File: config.mk
export PLATFORM = sky130hd
export DESIGN_NAME = masked_priority_route_table_unit
export DESIGN_NICKNAME = d
export VERILOG_FILES = /design/src/sv/mprt_pkg.sv /design/src/sv/masked_priority_route_table_unit.sv /design/src/sv/mprt_ctrl.sv /design/src/sv/mprt_dpath.sv
export SDC_FILE = /design/constraint.sdc
export NUM_CORES = 1
export LEC_CHECK = 0
export BUFFER_PORTS_ARGS = -buffer_cell sky130_fd_sc_hd__clkbuf_2
export CORE_UTILIZATION = 40
export DETAILED_ROUTE_END_ITERATION = 12
export GPL_TIMING_DRIVEN = 0
export PLACE_DENSITY = 0.54
export RECOVER_POWER = 50
export SKIP_CTS_REPAIR_TIMING = 1
export SLEW_MARGIN = 20
export SYNTH_ARGS = -nofsm -noshare
export SYNTH_HDL_FRONTEND = slang
export SYNTH_SLANG_ARGS = --single-unit
File: constraint.sdc
create_clock -name clock -period 4 [get_ports clock]
set_clock_uncertainty 0.15 [all_clocks]
set_input_delay 1 -clock clock [delete_from_list [all_inputs] [get_ports clock]]
set_output_delay 1 -clock clock [all_outputs]
set_load 0.02 [all_outputs]
File: src/sv/mprt_pkg.sv
// Shared types and constants of the masked priority route table.
package mprt_pkg;

   // Number of output ports this node has; port fields are three bits wide.
   localparam int PORTS = 8;

   // Ports that physically exist, one bit per port.
   localparam logic [7:0] PORT_PRESENT_MASK =
      (PORTS >= 8) ? 8'hFF : 8'((9'd1 << PORTS) - 9'd1);

   // A rule priority of this value is stored but never selected.
   localparam logic [7:0] NO_PRIORITY = 8'hFF;

   typedef enum logic [1:0] {
      FUNC_ROUTE   = 2'd0,
      FUNC_ADD     = 2'd1,
      FUNC_SET_PRI = 2'd2
   } func_type;

   typedef enum logic [2:0] {
      ACT_DISCARD   = 3'd0,
      ACT_LOCAL     = 3'd1,
      ACT_BROADCAST = 3'd2,
      ACT_UNICAST   = 3'd3,
      ACT_NO_ROUTE  = 3'd4,
      ACT_DONE      = 3'd5,
      ACT_ERROR     = 3'd6
   } action_type;

   typedef enum logic [1:0] {
      CSR_OWN_ADDR   = 2'd0,
      CSR_ALIAS_ADDR = 2'd1,
      CSR_BCAST_ADDR = 2'd2,
      CSR_PORT_EN    = 2'd3
   } csr_index_type;

   // Which result the output register takes.
   typedef enum logic [2:0] {
      RES_ERROR   = 3'd0,
      RES_LOCAL   = 3'd1,
      RES_BCAST   = 3'd2,
      RES_ROUTE   = 3'd3,
      RES_ADD     = 3'd4,
      RES_SET_PRI = 3'd5
   } res_sel_type;

   typedef struct packed {
      logic [1:0]  func;
      logic [15:0] address;
      logic [15:0] mask;
      logic        src_is_local;
      logic [2:0]  src_port;
      logic [2:0]  rule_port;
      logic [7:0]  priority_req;
      logic [3:0]  rule_index;
   } item_type;

   typedef struct packed {
      action_type  action;
      logic [2:0]  out_port;
      logic [7:0]  port_mask;
      logic [3:0]  slot;
   } result_type;

   typedef struct packed {
      logic        load;
      logic        scan_clear;
      logic        scan_step;
      logic        add_write;
      logic        pri_write;
      logic        out_load;
      res_sel_type res_sel;
   } cmd_type;

   typedef struct packed {
      func_type func;
      logic     addr_local;
      logic     addr_bcast;
      logic     pri_slot_ok;
      logic     free_hit;
      logic     idx_end;
      logic     scan_done;
      logic     out_free;
   } status_type;

endpackage

File: src/sv/masked_priority_route_table_unit.sv
// Top level of the masked priority route table: stream ports, settings port, sequencer, datapath.
// Order of work: a local, broadcast, set-priority or unused-selector word is decoded and its
// result registered; a table route scans every rule first; an add scans up to the first free slot.
// Throughput: one word at a time; a table route is held for the whole one-rule-per-cycle scan
// over the single read port of the rule memory.
// Reset (synchronous, active high) empties the table and restores the address settings.
module masked_priority_route_table_unit #(
   parameter int ROUTES = 16
) (
   input  logic        clock,
   input  logic        reset,
   // Request stream.
   input  logic        req_tvalid,
   output logic        req_tready,
   // tdata from bit 0: address[15:0], mask[15:0], src_is_local, src_port[2:0],
   // rule_port[2:0], priority_req[7:0], rule_index[3:0], zero fill to 56 bits.
   input  logic [55:0] req_tdata,
   // tuser: func[1:0].
   input  logic [1:0]  req_tuser,
   // Response stream.
   output logic        rsp_tvalid,
   input  logic        rsp_tready,
   // tdata from bit 0: out_port[2:0], port_mask[7:0], slot[3:0], one zero bit.
   output logic [15:0] rsp_tdata,
   // tuser: action[2:0].
   output logic [2:0]  rsp_tuser,
   // Settings write port.
   input  logic        csr_we,
   input  logic [1:0]  csr_index,
   input  logic [15:0] csr_wdata
);

   mprt_pkg::cmd_type    cmd;
   mprt_pkg::status_type status;
   mprt_pkg::item_type   req_item;
   mprt_pkg::result_type rsp_result;

   // Unpack the request word into its fields.
   assign req_item.func         = req_tuser;
   assign req_item.address      = req_tdata[15:0];
   assign req_item.mask         = req_tdata[31:16];
   assign req_item.src_is_local = req_tdata[32];
   assign req_item.src_port     = req_tdata[35:33];
   assign req_item.rule_port    = req_tdata[38:36];
   assign req_item.priority_req = req_tdata[46:39];
   assign req_item.rule_index   = req_tdata[50:47];

   // The sequencer accepts a request only when it is idle. The result register in the
   // datapath lets the next request start while an earlier result is still waiting.
   mprt_ctrl u_ctrl (
      .clock      (clock),
      .reset      (reset),
      .req_tvalid (req_tvalid),
      .req_tready (req_tready),
      .status     (status),
      .cmd        (cmd)
   );

   // The datapath holds the settings, the rule memories with their valid bits, the
   // running best match of a scan, and the response register.
   mprt_dpath #(
      .ROUTES (ROUTES)
   ) u_dpath (
      .clock      (clock),
      .reset      (reset),
      .cmd        (cmd),
      .status     (status),
      .req_item   (req_item),
      .csr_we     (csr_we),
      .csr_index  (csr_index),
      .csr_wdata  (csr_wdata),
      .rsp_tready (rsp_tready),
      .rsp_tvalid (rsp_tvalid),
      .rsp_result (rsp_result)
   );

   // Pack the response word.
   assign rsp_tdata = {1'b0, rsp_result.slot, rsp_result.port_mask, rsp_result.out_port};
   assign rsp_tuser = rsp_result.action;

endmodule

File: src/sv/mprt_ctrl.sv
// Sequencing state machine of the route table: decode, table scans and result hand-off.
module mprt_ctrl (
   input  logic                 clock,
   input  logic                 reset,
   input  logic                 req_tvalid,
   output logic                 req_tready,
   input  mprt_pkg::status_type status,
   output mprt_pkg::cmd_type    cmd
);

   typedef enum logic [3:0] {
      S_IDLE       = 4'b0001,
      S_DECODE     = 4'b0010,
      S_ROUTE_SCAN = 4'b0100,
      S_ADD_SCAN   = 4'b1000
   } state_type;

   state_type state_ff, state_in;

   assign req_tready = (state_ff == S_IDLE);

   always_comb begin
      state_in    = state_ff;
      cmd         = '0;
      cmd.res_sel = mprt_pkg::RES_ERROR;
      unique case (state_ff)
         S_IDLE: begin
            if (req_tvalid) begin
               cmd.load = 1'b1;
               state_in = S_DECODE;
            end
         end
         S_DECODE: begin
            case (status.func)
               mprt_pkg::FUNC_ROUTE: begin
                  // The local check wins over broadcast when both addresses agree.
                  priority if (status.addr_local) begin
                     if (status.out_free) begin
                        cmd.out_load = 1'b1;
                        cmd.res_sel  = mprt_pkg::RES_LOCAL;
                        state_in     = S_IDLE;
                     end
                  end else if (status.addr_bcast) begin
                     if (status.out_free) begin
                        cmd.out_load = 1'b1;
                        cmd.res_sel  = mprt_pkg::RES_BCAST;
                        state_in     = S_IDLE;
                     end
                  end else begin
                     cmd.scan_clear = 1'b1;
                     state_in       = S_ROUTE_SCAN;
                  end
               end
               mprt_pkg::FUNC_ADD: begin
                  cmd.scan_clear = 1'b1;
                  state_in       = S_ADD_SCAN;
               end
               mprt_pkg::FUNC_SET_PRI: begin
                  if (status.out_free) begin
                     cmd.out_load  = 1'b1;
                     cmd.pri_write = status.pri_slot_ok;
                     cmd.res_sel   = status.pri_slot_ok ? mprt_pkg::RES_SET_PRI
                                                        : mprt_pkg::RES_ERROR;
                     state_in      = S_IDLE;
                  end
               end
               default: begin
                  if (status.out_free) begin
                     cmd.out_load = 1'b1;
                     cmd.res_sel  = mprt_pkg::RES_ERROR;
                     state_in     = S_IDLE;
                  end
               end
            endcase
         end
         S_ROUTE_SCAN: begin
            cmd.scan_step = 1'b1;
            if (status.scan_done && status.out_free) begin
               cmd.out_load = 1'b1;
               cmd.res_sel  = mprt_pkg::RES_ROUTE;
               state_in     = S_IDLE;
            end
         end
         S_ADD_SCAN: begin
            priority if (status.free_hit) begin
               if (status.out_free) begin
                  cmd.add_write = 1'b1;
                  cmd.out_load  = 1'b1;
                  cmd.res_sel   = mprt_pkg::RES_ADD;
                  state_in      = S_IDLE;
               end
            end else if (status.idx_end) begin
               if (status.out_free) begin
                  cmd.out_load = 1'b1;
                  cmd.res_sel  = mprt_pkg::RES_ERROR;
                  state_in     = S_IDLE;
               end
            end else begin
               cmd.scan_step = 1'b1;
            end
         end
         default: begin
            state_in = S_IDLE;
         end
      endcase
   end

   always_ff @(posedge clock) begin
      if (reset) begin
         state_ff <= S_IDLE;
      end else begin
         state_ff <= state_in;
      end
   end

endmodule

File: src/sv/mprt_dpath.sv
// Datapath of the route table: settings, rule memories, scan evaluation and result register.
module mprt_dpath #(
   parameter int ROUTES = 16
) (
   input  logic                 clock,
   input  logic                 reset,
   input  mprt_pkg::cmd_type    cmd,
   output mprt_pkg::status_type status,
   input  mprt_pkg::item_type   req_item,
   input  logic                 csr_we,
   input  logic [1:0]           csr_index,
   input  logic [15:0]          csr_wdata,
   input  logic                 rsp_tready,
   output logic                 rsp_tvalid,
   output mprt_pkg::result_type rsp_result
);

   localparam int IW = (ROUTES > 1) ? $clog2(ROUTES) : 1;
   localparam int CW = $clog2(ROUTES + 1);
   localparam logic [CW-1:0] IDX_END = CW'(ROUTES);
   localparam logic [6:0] ROUTES_W = 7'(ROUTES);

   typedef struct packed {
      logic [15:0] address;
      logic [15:0] mask;
      logic [2:0]  port;
   } rule_type;

   // Settings.
   logic [15:0] own_addr_ff, alias_addr_ff, bcast_addr_ff;
   logic [7:0]  port_en_ff;

   // Item under work.
   mprt_pkg::item_type item_ff;

   // Rule storage; contents are only looked at for valid slots.
   rule_type            rule_mem [ROUTES];
   logic [7:0]          pri_mem  [ROUTES];
   logic [ROUTES-1:0]   valid_ff;

   // Scan state.
   logic [CW-1:0] idx_ff, idx_in;
   logic          rd_vld_ff;
   logic          rd_rule_valid_ff;
   rule_type      rule_rd_ff;
   logic [7:0]    pri_rd_ff;
   logic [7:0]    best_ff;
   logic [2:0]    best_port_ff;
   logic          found_ff;

   // Result register.
   logic                 out_vld_ff;
   mprt_pkg::result_type out_ff, out_in;

   logic [IW-1:0] idx_lo, ridx_idx, pri_waddr;
   logic          idx_end, rd_issue, hit, port_ok, pri_we;
   logic [2:0]    rd_port;
   logic [7:0]    src_bit, bcast_mask;

   assign idx_lo   = idx_ff[IW-1:0];
   assign ridx_idx = IW'(item_ff.rule_index);
   assign idx_end  = (idx_ff == IDX_END);
   assign rd_issue = cmd.scan_step && !idx_end;

   always_ff @(posedge clock) begin
      if (reset) begin
         own_addr_ff   <= 16'd257;
         alias_addr_ff <= 16'd0;
         bcast_addr_ff <= 16'hFFFF;
         port_en_ff    <= 8'd0;
      end else if (csr_we) begin
         unique case (mprt_pkg::csr_index_type'(csr_index))
            mprt_pkg::CSR_OWN_ADDR:   own_addr_ff   <= csr_wdata;
            mprt_pkg::CSR_ALIAS_ADDR: alias_addr_ff <= csr_wdata;
            mprt_pkg::CSR_BCAST_ADDR: bcast_addr_ff <= csr_wdata;
            mprt_pkg::CSR_PORT_EN:    port_en_ff    <= csr_wdata[7:0];
            default: ;
         endcase
      end
   end

   always_ff @(posedge clock) begin
      if (cmd.load) begin
         item_ff <= req_item;
      end
   end

   // Memory writes and the registered scan read.
   assign pri_we    = cmd.add_write || cmd.pri_write;
   assign pri_waddr = cmd.add_write ? idx_lo : ridx_idx;

   always_ff @(posedge clock) begin
      if (cmd.add_write) begin
         rule_mem[idx_lo] <= '{address: item_ff.address, mask: item_ff.mask,
                               port: item_ff.rule_port};
      end
      if (pri_we) begin
         pri_mem[pri_waddr] <= item_ff.priority_req;
      end
      if (rd_issue) begin
         rule_rd_ff <= rule_mem[idx_lo];
         pri_rd_ff  <= pri_mem[idx_lo];
      end
   end

   always_ff @(posedge clock) begin
      if (reset) begin
         valid_ff <= '0;
      end else if (cmd.add_write) begin
         valid_ff[idx_lo] <= 1'b1;
      end
   end

   always_comb begin
      idx_in = idx_ff;
      if (cmd.scan_clear) begin
         idx_in = '0;
      end else if (rd_issue) begin
         idx_in = idx_ff + CW'(1);
      end
   end

   // Candidate check on the rule read in the previous cycle.
   assign rd_port = rule_rd_ff.port;
   assign port_ok = mprt_pkg::PORT_PRESENT_MASK[rd_port] && port_en_ff[rd_port] &&
                    (item_ff.src_is_local || (rd_port != item_ff.src_port));
   assign hit     = rd_vld_ff && rd_rule_valid_ff &&
                    ((rule_rd_ff.mask & rule_rd_ff.address) ==
                     (rule_rd_ff.mask & item_ff.address)) &&
                    (pri_rd_ff < best_ff) && port_ok;

   always_ff @(posedge clock) begin
      if (reset) begin
         idx_ff           <= '0;
         rd_vld_ff        <= 1'b0;
         rd_rule_valid_ff <= 1'b0;
         found_ff         <= 1'b0;
         best_ff          <= mprt_pkg::NO_PRIORITY;
         best_port_ff     <= 3'd0;
      end else begin
         idx_ff           <= idx_in;
         rd_vld_ff        <= rd_issue && !cmd.scan_clear;
         rd_rule_valid_ff <= valid_ff[idx_lo];
         if (cmd.scan_clear) begin
            found_ff     <= 1'b0;
            best_ff      <= mprt_pkg::NO_PRIORITY;
            best_port_ff <= 3'd0;
         end else if (hit) begin
            found_ff     <= 1'b1;
            best_ff      <= pri_rd_ff;
            best_port_ff <= rd_port;
         end
      end
   end

   // Result formation.
   assign src_bit    = item_ff.src_is_local ? 8'd0 : (8'd1 << item_ff.src_port);
   assign bcast_mask = port_en_ff & mprt_pkg::PORT_PRESENT_MASK & ~src_bit;

   always_comb begin
      out_in = '{action: mprt_pkg::ACT_ERROR, out_port: 3'd0, port_mask: 8'd0,
                 slot: 4'd0};
      case (cmd.res_sel)
         mprt_pkg::RES_LOCAL: begin
            out_in.action = item_ff.src_is_local ? mprt_pkg::ACT_LOCAL
                                                 : mprt_pkg::ACT_DISCARD;
         end
         mprt_pkg::RES_BCAST: begin
            out_in.action    = mprt_pkg::ACT_BROADCAST;
            out_in.port_mask = bcast_mask;
         end
         mprt_pkg::RES_ROUTE: begin
            if (found_ff) begin
               out_in.action   = mprt_pkg::ACT_UNICAST;
               out_in.out_port = best_port_ff;
            end else begin
               out_in.action = mprt_pkg::ACT_NO_ROUTE;
            end
         end
         mprt_pkg::RES_ADD: begin
            out_in.action = mprt_pkg::ACT_DONE;
            out_in.slot   = 4'(idx_ff);
         end
         mprt_pkg::RES_SET_PRI: begin
            out_in.action = mprt_pkg::ACT_DONE;
            out_in.slot   = item_ff.rule_index;
         end
         default: begin
            out_in.action = mprt_pkg::ACT_ERROR;
         end
      endcase
   end

   always_ff @(posedge clock) begin
      if (reset) begin
         out_vld_ff <= 1'b0;
      end else if (cmd.out_load) begin
         out_vld_ff <= 1'b1;
      end else if (rsp_tready) begin
         out_vld_ff <= 1'b0;
      end
   end

   always_ff @(posedge clock) begin
      if (cmd.out_load) begin
         out_ff <= out_in;
      end
   end

   assign rsp_tvalid = out_vld_ff;
   assign rsp_result = out_ff;

   // Status back to the sequencer.
   assign status.func        = mprt_pkg::func_type'(item_ff.func);
   assign status.addr_local  = (item_ff.address == alias_addr_ff) ||
                               (item_ff.address == own_addr_ff);
   assign status.addr_bcast  = (item_ff.address == bcast_addr_ff);
   assign status.pri_slot_ok = ({3'b000, item_ff.rule_index} < ROUTES_W) &&
                               valid_ff[ridx_idx];
   assign status.free_hit    = !idx_end && !valid_ff[idx_lo];
   assign status.idx_end     = idx_end;
   assign status.scan_done   = idx_end && !rd_vld_ff;
   assign status.out_free    = !out_vld_ff || rsp_tready;

endmodule

== Word level (Yosys, flattened, before mapping) ==
Memories as Yosys holds them, arrays and structs flattened. A register that Yosys moved wholly into a read port is not among the register bits.
Index checks and enable logic that the tools add are counted.
Storage, ports and cells
  register bits: 167
  latch bits: 0
  bits in writable memories: 688
  memory bits (read-only): 8
  bits of input ports: 81
  output and inout bits: 21
  word-level logic and storage cells: 152
  memories kept: 3
Memory list
  u_dpath.rule_mem: words 16, width 35, read ports 1, clocked after memory_dff 1, wr ports 1, RTL line mprt_dpath.sv:37  | rule_type rule_mem [ROUTES];
  u_dpath.pri_mem: words 16, width 8, read ports 1, clocked after memory_dff 1, wr ports 1, RTL line mprt_dpath.sv:38  | logic [7:0] pri_mem [ROUTES];
  (name not given): words 8, width 1, read ports 1, clocked after memory_dff 0, wr ports 0, RTL line mprt_dpath.sv:125  | assign port_ok = mprt_pkg::PORT_PRESENT_MASK[rd_port] && port_en_ff[rd_port] &&
Cells by class
  $add $sub $neg: 1
  multipliers: 0
  div/mod/pow operators: 0
  order comparisons: 5
  equality and inequality tests: 23
  shifts and indexed selects: 1
  mux-type cells: 57
  bitwise logic cells: 5
  reductions and logical operators: 32
Operator list (count)
  4-bit two-way mux: 17
  16-bit == test: 4
  16-bit bitwise AND: 2
  1-bit two-way mux: 24
  4-bit one-hot mux with 3 select lines: 2
  16-bit bitwise OR: 1
  4-bit one-hot mux with 2 select lines: 2
  4-bit one-hot mux with 4 select lines: 1
  1-bit logical AND: 12
  3-bit one-hot mux with 4 select lines: 1
  4-bit by 5-bit less-than comparator with 1-bit output (second input constant): 2
  2-bit AND reduction: 5
  8-bit bitwise AND: 1
  1-bit binary-select mux with 4-bit select: 2
  8-bit less-than comparator: 1
  8-bit two-way mux: 1
  8-bit NOT: 1
  1-bit by 3-bit left shift with 8-bit output (first input constant): 1
  2-bit == test (second input constant): 3
  3-bit by 2-bit == test with 1-bit output (second input constant): 2
  3-bit == test (second input constant): 2
  3-bit two-way mux: 2
  5-bit by 1-bit adder with 5-bit output (second input constant): 1
  5-bit == test (second input constant): 1
  other kinds (22): 33

== Depth between registers and ports, before layout ==
  word-level depth: 10
  mapped depth: 13
  depth with buffers taken out: 8

== Cells and area by module ==
Synthesis repeated with hierarchy kept, for this count alone.
Unflattened totals
  cell total of the unflattened synthesis: 1748
  area total of the unflattened synthesis: 34645.7 sq um
Modules (own cells, without submodules)
  mprt_dpath: times used 1, cells an instance 1695, area an instance 34282.9 sq um, seq. area each 25924.9 sq um
  mprt_ctrl: times used 1, cells an instance 51, area an instance 351.6 sq um, seq. area each 80.1 sq um
  masked_priority_route_table_unit: times used 1, cells an instance 2, area an instance 11.3 sq um, seq. area each 0.0 sq um

== Worst setup path after synthesis ==
OpenSTA, ideal clock, no wires.
  path type: register to register
  from: register u_dpath.idx_ff[1]
  to: register u_dpath.out_ff (netlist bit u_dpath.rsp_result[0]), enable pin
  setup time: 399 ps
  arrival time: 3612 ps
  required time: 3451 ps
  slack: -161 ps
  cell stages (with the launch flop): 13
  buffers on the path: 5
  clock period less this slack: 4161 ps
  cells stage by stage: dfxtp_1 -> buf_4 -> buf_6 -> clkbuf_1 -> clkbuf_1 -> inv_1 -> ha_1 -> clkbuf_1 -> nand2_1 -> or4b_2 -> nor2_1 -> nor2_1 -> a21oi_1
RTL lines
  from (decl): RTL line mprt_dpath.sv:42  | logic [CW-1:0] idx_ff, idx_in;
  from (signal assigned): RTL line mprt_dpath.sv:141  | idx_ff <= idx_in;
  to (signal assigned): RTL line mprt_dpath.sv:206  | out_ff <= out_in;
  to (decl): RTL line mprt_dpath.sv:53  | mprt_pkg::result_type out_ff, out_in;

== Worst setup path after layout ==
  from: register u_dpath.idx_ff[1]
  to: memory u_dpath.rule_mem[0][8] in the netlist's numbering, enable pin
Between the ends
  cells in the longest elaborated chain, start to end: 8
  elaborated cells on any way between the ends: 10
  those cells by class: eq/ne (1); mux (6); reduce/logical (3)
RTL lines
  1-bit binary-select mux with 4-bit select: RTL line mprt_dpath.sv:220  | assign status.free_hit = !idx_end && !valid_ff[idx_lo];
  1-bit two-way mux (not written as such): RTL line mprt_dpath.sv:220
  1-bit zero test: RTL line mprt_dpath.sv:220
  1-bit logical AND: RTL line mprt_dpath.sv:220
  1-bit two-way mux: RTL line mprt_ctrl.sv:85  | priority if (status.free_hit) begin
  1-bit two-way mux: RTL line mprt_ctrl.sv:26  | unique case (state_ff)
  1-bit two-way mux: RTL line mprt_dpath.sv:93  | if (cmd.add_write) begin
  1-bit two-way mux (not written as such): RTL line mprt_dpath.sv:94  | rule_mem[idx_lo] <= '{address: item_ff.address, mask: item_ff.mask,
  to (decl): RTL line mprt_dpath.sv:37
Several ways; a longest one is shown, not always the timed one. The select of a mux whose other input is x is not followed.

==> results.txt <==
----------------------------------------------------
[Global routing]
  Antenna violations before repair ... 1
  Total gr overflow ... 0
  Number of global-route vias before repair ... about 18000
  Largest net degree at the start of global routing ... 36
  Global routing usage summed across all routing layers ... 0.196
  First-pass GRT wire length ... 123 mm

[Setup path]
  Start point of the critical path ... u_dpath.idx_ff[1]
  Critical Path Start Type ... flop
  CP Capture Point ... u_dpath.rule_mem[0][8]
  Type of destination of the critical path ... flop
  Number of cells on the critical path ... 10
  Arrival time reported for the critical path endpoint ... 4030 ps
  Register-to-register setup slack ... 150 ps
  Slowest Stage Delay on Critical Path ... 470 ps
  Crit path required time ... about 4200 ps
  Library cell contributing the largest single delay on the critical path ... nor3_2
  Top cell family by delay on the critical path ... buffers and inverters
  Critical path peak fanout ... 21
  Depth of the most critical reg-to-reg path ... 10
  Critical R2R Capture ... u_dpath.rule_mem[0][8]
  Reg2reg start ... u_dpath.idx_ff[1]
  Worst-path cell chain ... buf_4 > buf_6 > clkbuf_2 > inv_1 > ha_2 > a31oi_1 > nand3_1 > nor3_2 > and2_4 > buf_12
  Critical path class ... reg -> reg
  Number of buffers and inverters on the critical path ... 5

[Worst hold path]
  Type of the tightest min-delay check ... reg -> reg

[Placement]
  Number of port buffers ... 94
  RePlAce Congestion ... 0.861
  Post-detail-place hpwl ... 53.0 mm
  Post-placement setup slack ... -1590 ps

[Clock network]
  Insertion delay to the later sink of the worst-skew pair ... 650 ps
  Clock buffers created by TritonCTS ... 95
  CTS H-Tree Depth ... 3
  Clk slew on worst S/H paths ... 60 ps
  Root buffer selected by CTS ... clkbuf_16
  Clock tree buffer depth ... 3
  Total clock sinks ... 898
  CTS tree ... built

[Timing]
  Post-layout min period ... 3850 ps
  Final worst slack ... 146 ps
  Share of the clock period used by the worst path ... 0.964
  Final setup fails ... 0
  Final count of pins violating max slew ... 0
  Relative slew slack ... 0.217
  Hold Slack ... 318 ps
  FMAX ... roughly 260 MHz
  Final Hold Violating Endpoints ... 0
  Unrepaired setup endpoints after global routing ... true
  Worst-Margin Slew ... 1180 ps

[Drt]
  Final antenna-violating net count ... 0
  Per-cell routed wire length ... 27.2 um
  Post-route DRC violation count ... 0
  Via density per instance ... around 5.5
  Vias after detailed routing ... ~17000
  Post-detailed-routing wire length ... 86.6 mm
  Detailed-routing iteration count for the pre-antenna-repair pass ... 7
  Detailed Route Iter0 Violations ... 1583

[Die]
  Core region area ... 0.0854 mm2
  Overall die area ... 0.0878 mm2
  Cell row count ... 107
  Effective utilization at floorplan ... 0.406
  I/O pin count ... between 100 and 150
  Die boundary height ... 296 um
  Die width ... 296 um

[Pwr]
  Worst vdd ir ... between 300 and 400 uV
  Overall Power ... ~0.020 W
  Leakage power total ... 12.9 nW
  Power per unit of standard cell area ... 503 mW/mm2

[Synthesis]
  Number of unique standard cell types used by synthesis ... 61
  Mux share of post-synthesis cell area ... 0.151
  Area fraction in compound gates after synthesis ... 0.0216
  Area fraction in and, or, nand and nor cells after synthesis ... 0.0423
  Gate count of the mapped netlist ... 1749
  Synthesized-area fraction occupied by xor and xnor cells ... 0.0177
  Post-synthesis share of cell area spent on full adders, half adders and majority gates ... 0.00397
  Top-area cell type share of the netlist area ... 0.695
  Synthesized area ... ~0.035 mm2
  Flop and latch count out of synthesis ... 898
  Synthesized netlist net count ... 1841
  Biggest area consumer among synthesized cells ... edfxtp_1
  Top-count cell post-synth ... edfxtp_1
  Number of synthesized flops with an enable pin ... 802
  Primary FF master, synth ... edfxtp_1
  Ranking of synthesized cells by area ... edfxtp_1 (70%), mux4_2 (14%), dfxtp_1 (5.5%)
  Register area share after synthesis ... 0.751
  Main combinational cell family by area after synthesis ... multiplexers
  Total number of yosys warnings ... 0
  Leading post-synthesis cells by instance count ... edfxtp_1 (802), mux4_2 (222), nand2_1 (114)
  Async set or reset register ratio after synthesis ... 0
  Syn avg cell area ... 19.8 um2

[Finish]
  Area growth, synth to finish ... 16.3%
  Fraction of final layout cells with drive strength greater than 1 ... 0.267
  Number of antenna diodes ... 0
  Flip-flop and latch area ... between 0.02 and 0.03 mm2
  Number of nets in the layout ... 2056
  Multi-input combinational cell area ... 0.00842 mm2
  Filler cell count in the final layout ... a little over 7000

[Flow run]
  Max cap viols ... 0

[Status]
  Status ... finished clean

----------------------------------------------------
flip-flops by register name, summed over array words and instances (netlist names):
signal / flops
u_dpath.found_ff: 1
u_ctrl.state_ff: 4
u_dpath.rsp_tvalid: 1
u_dpath.own_addr_ff: 16
u_dpath.rd_vld_ff: 1
u_dpath.rd_rule_valid_ff: 1
u_dpath.rule_rd_ff: 32
u_dpath.pri_mem: 128
u_dpath.pri_rd_ff: 8
u_dpath.alias_addr_ff: 16
u_dpath.port_en_ff: 8
u_dpath.idx_ff: 5
u_dpath.status: 2
u_dpath.ridx_idx: 4
u_dpath.item_ff: 47
u_dpath.best_ff: 8
u_dpath.best_port_ff: 3
u_dpath.valid_ff: 16
u_dpath.rsp_result: 18
u_dpath.rd_port: 3
u_dpath.bcast_addr_ff: 16
u_dpath.rule_mem: 560
tightest hold or removal path: stages, from the launching register on:
cell     delay, ps
dfxtp_1        320
nand2_1         50
a21oi_1         50
per-stage QoR:
stage | cell area [um2] | utilization | cells | TNS [ps]
3_3_place_gp | 36600 | 0.428 | 2987 | -1096050
3_5_place_dp | 36900 | 0.432 | 3002 | -561680
2_1_floorplan | 34700 | - | 1749 | 0
6_report | 40300 | 0.472 | 3187 | 0
4_1_cts | 40100 | 0.469 | 3178 | -570950
5_1_grt | 40300 | 0.472 | 3187 | -8290
how the worst min path moves through the flow:
stage	start	endpoint	slack [ps]	cells past startpoint
after detailed placement	u_dpath.own_addr_ff[14]	u_dpath.own_addr_ff[14]	310	2
after global placement	u_dpath.own_addr_ff[15]	u_dpath.own_addr_ff[15]	300	2
final	u_dpath.own_addr_ff[11]	u_dpath.own_addr_ff[11]	320	2
after floorplan	u_dpath.best_port_ff[2]	u_dpath.best_port_ff[2]	300	2
after CTS	u_dpath.own_addr_ff[14]	u_dpath.own_addr_ff[14]	320	2
after global routing	u_dpath.own_addr_ff[3]	u_dpath.own_addr_ff[3]	340	2
cell type report:
cell class,count,share of cell area
sequential,898,0.645
timing repair buffer,116,0.0209
buffer,79,0.00866
tap,1144,0.0355
clock buffer,117,0.0652
multi-input combinational,753,0.209
clock inverter,59,0.0135
inverter,21,0.00202
metal layers:
metal  vias up  global-route usage  routed length (um)
met2       505               0.332               43300
li1       7509                   -                   -
met3       104              0.0291                4390
met5         -                   0                   0
met4         0              0.0532                1740
met1      9346               0.265               37100
logic make-up (layout without fill, tap and decap cells):
group | count (synthesis) | after routing
flip-flops | 898 | 898
AND/OR/NAND/NOR | 301 | 305
multiplexers | 244 | 244
AO/OA/AOI/OAI | 122 | 122
buffers and inverters | 102 | 392
XOR/XNOR | 70 | 70
adder cells (fa/ha/maj) | 11 | 11
other | 1 | 1
where the power goes:
part           internal (W)  leakage (nW)  switching (W)
combinational      0.000158          3.32       0.000296
clock               0.00529          1.56        0.00359
sequential           0.0106          8.04       0.000388
layout by cell type, fill, tap and decap left out, types with 21 or more instances in the layout:
cell type  count
clkbuf_1      80
mux4_2       222
nand3_1       23
edfxtp_1     802
dfxtp_1       96
clkinv_1      22
xor2_1        68
clkbuf_16    101
nor2_1        52
nand2_1      114
clkbuf_2      75
clkinv_2      21
a21oi_1       54
Note: power is estimated with default switching activity, not from simulation.
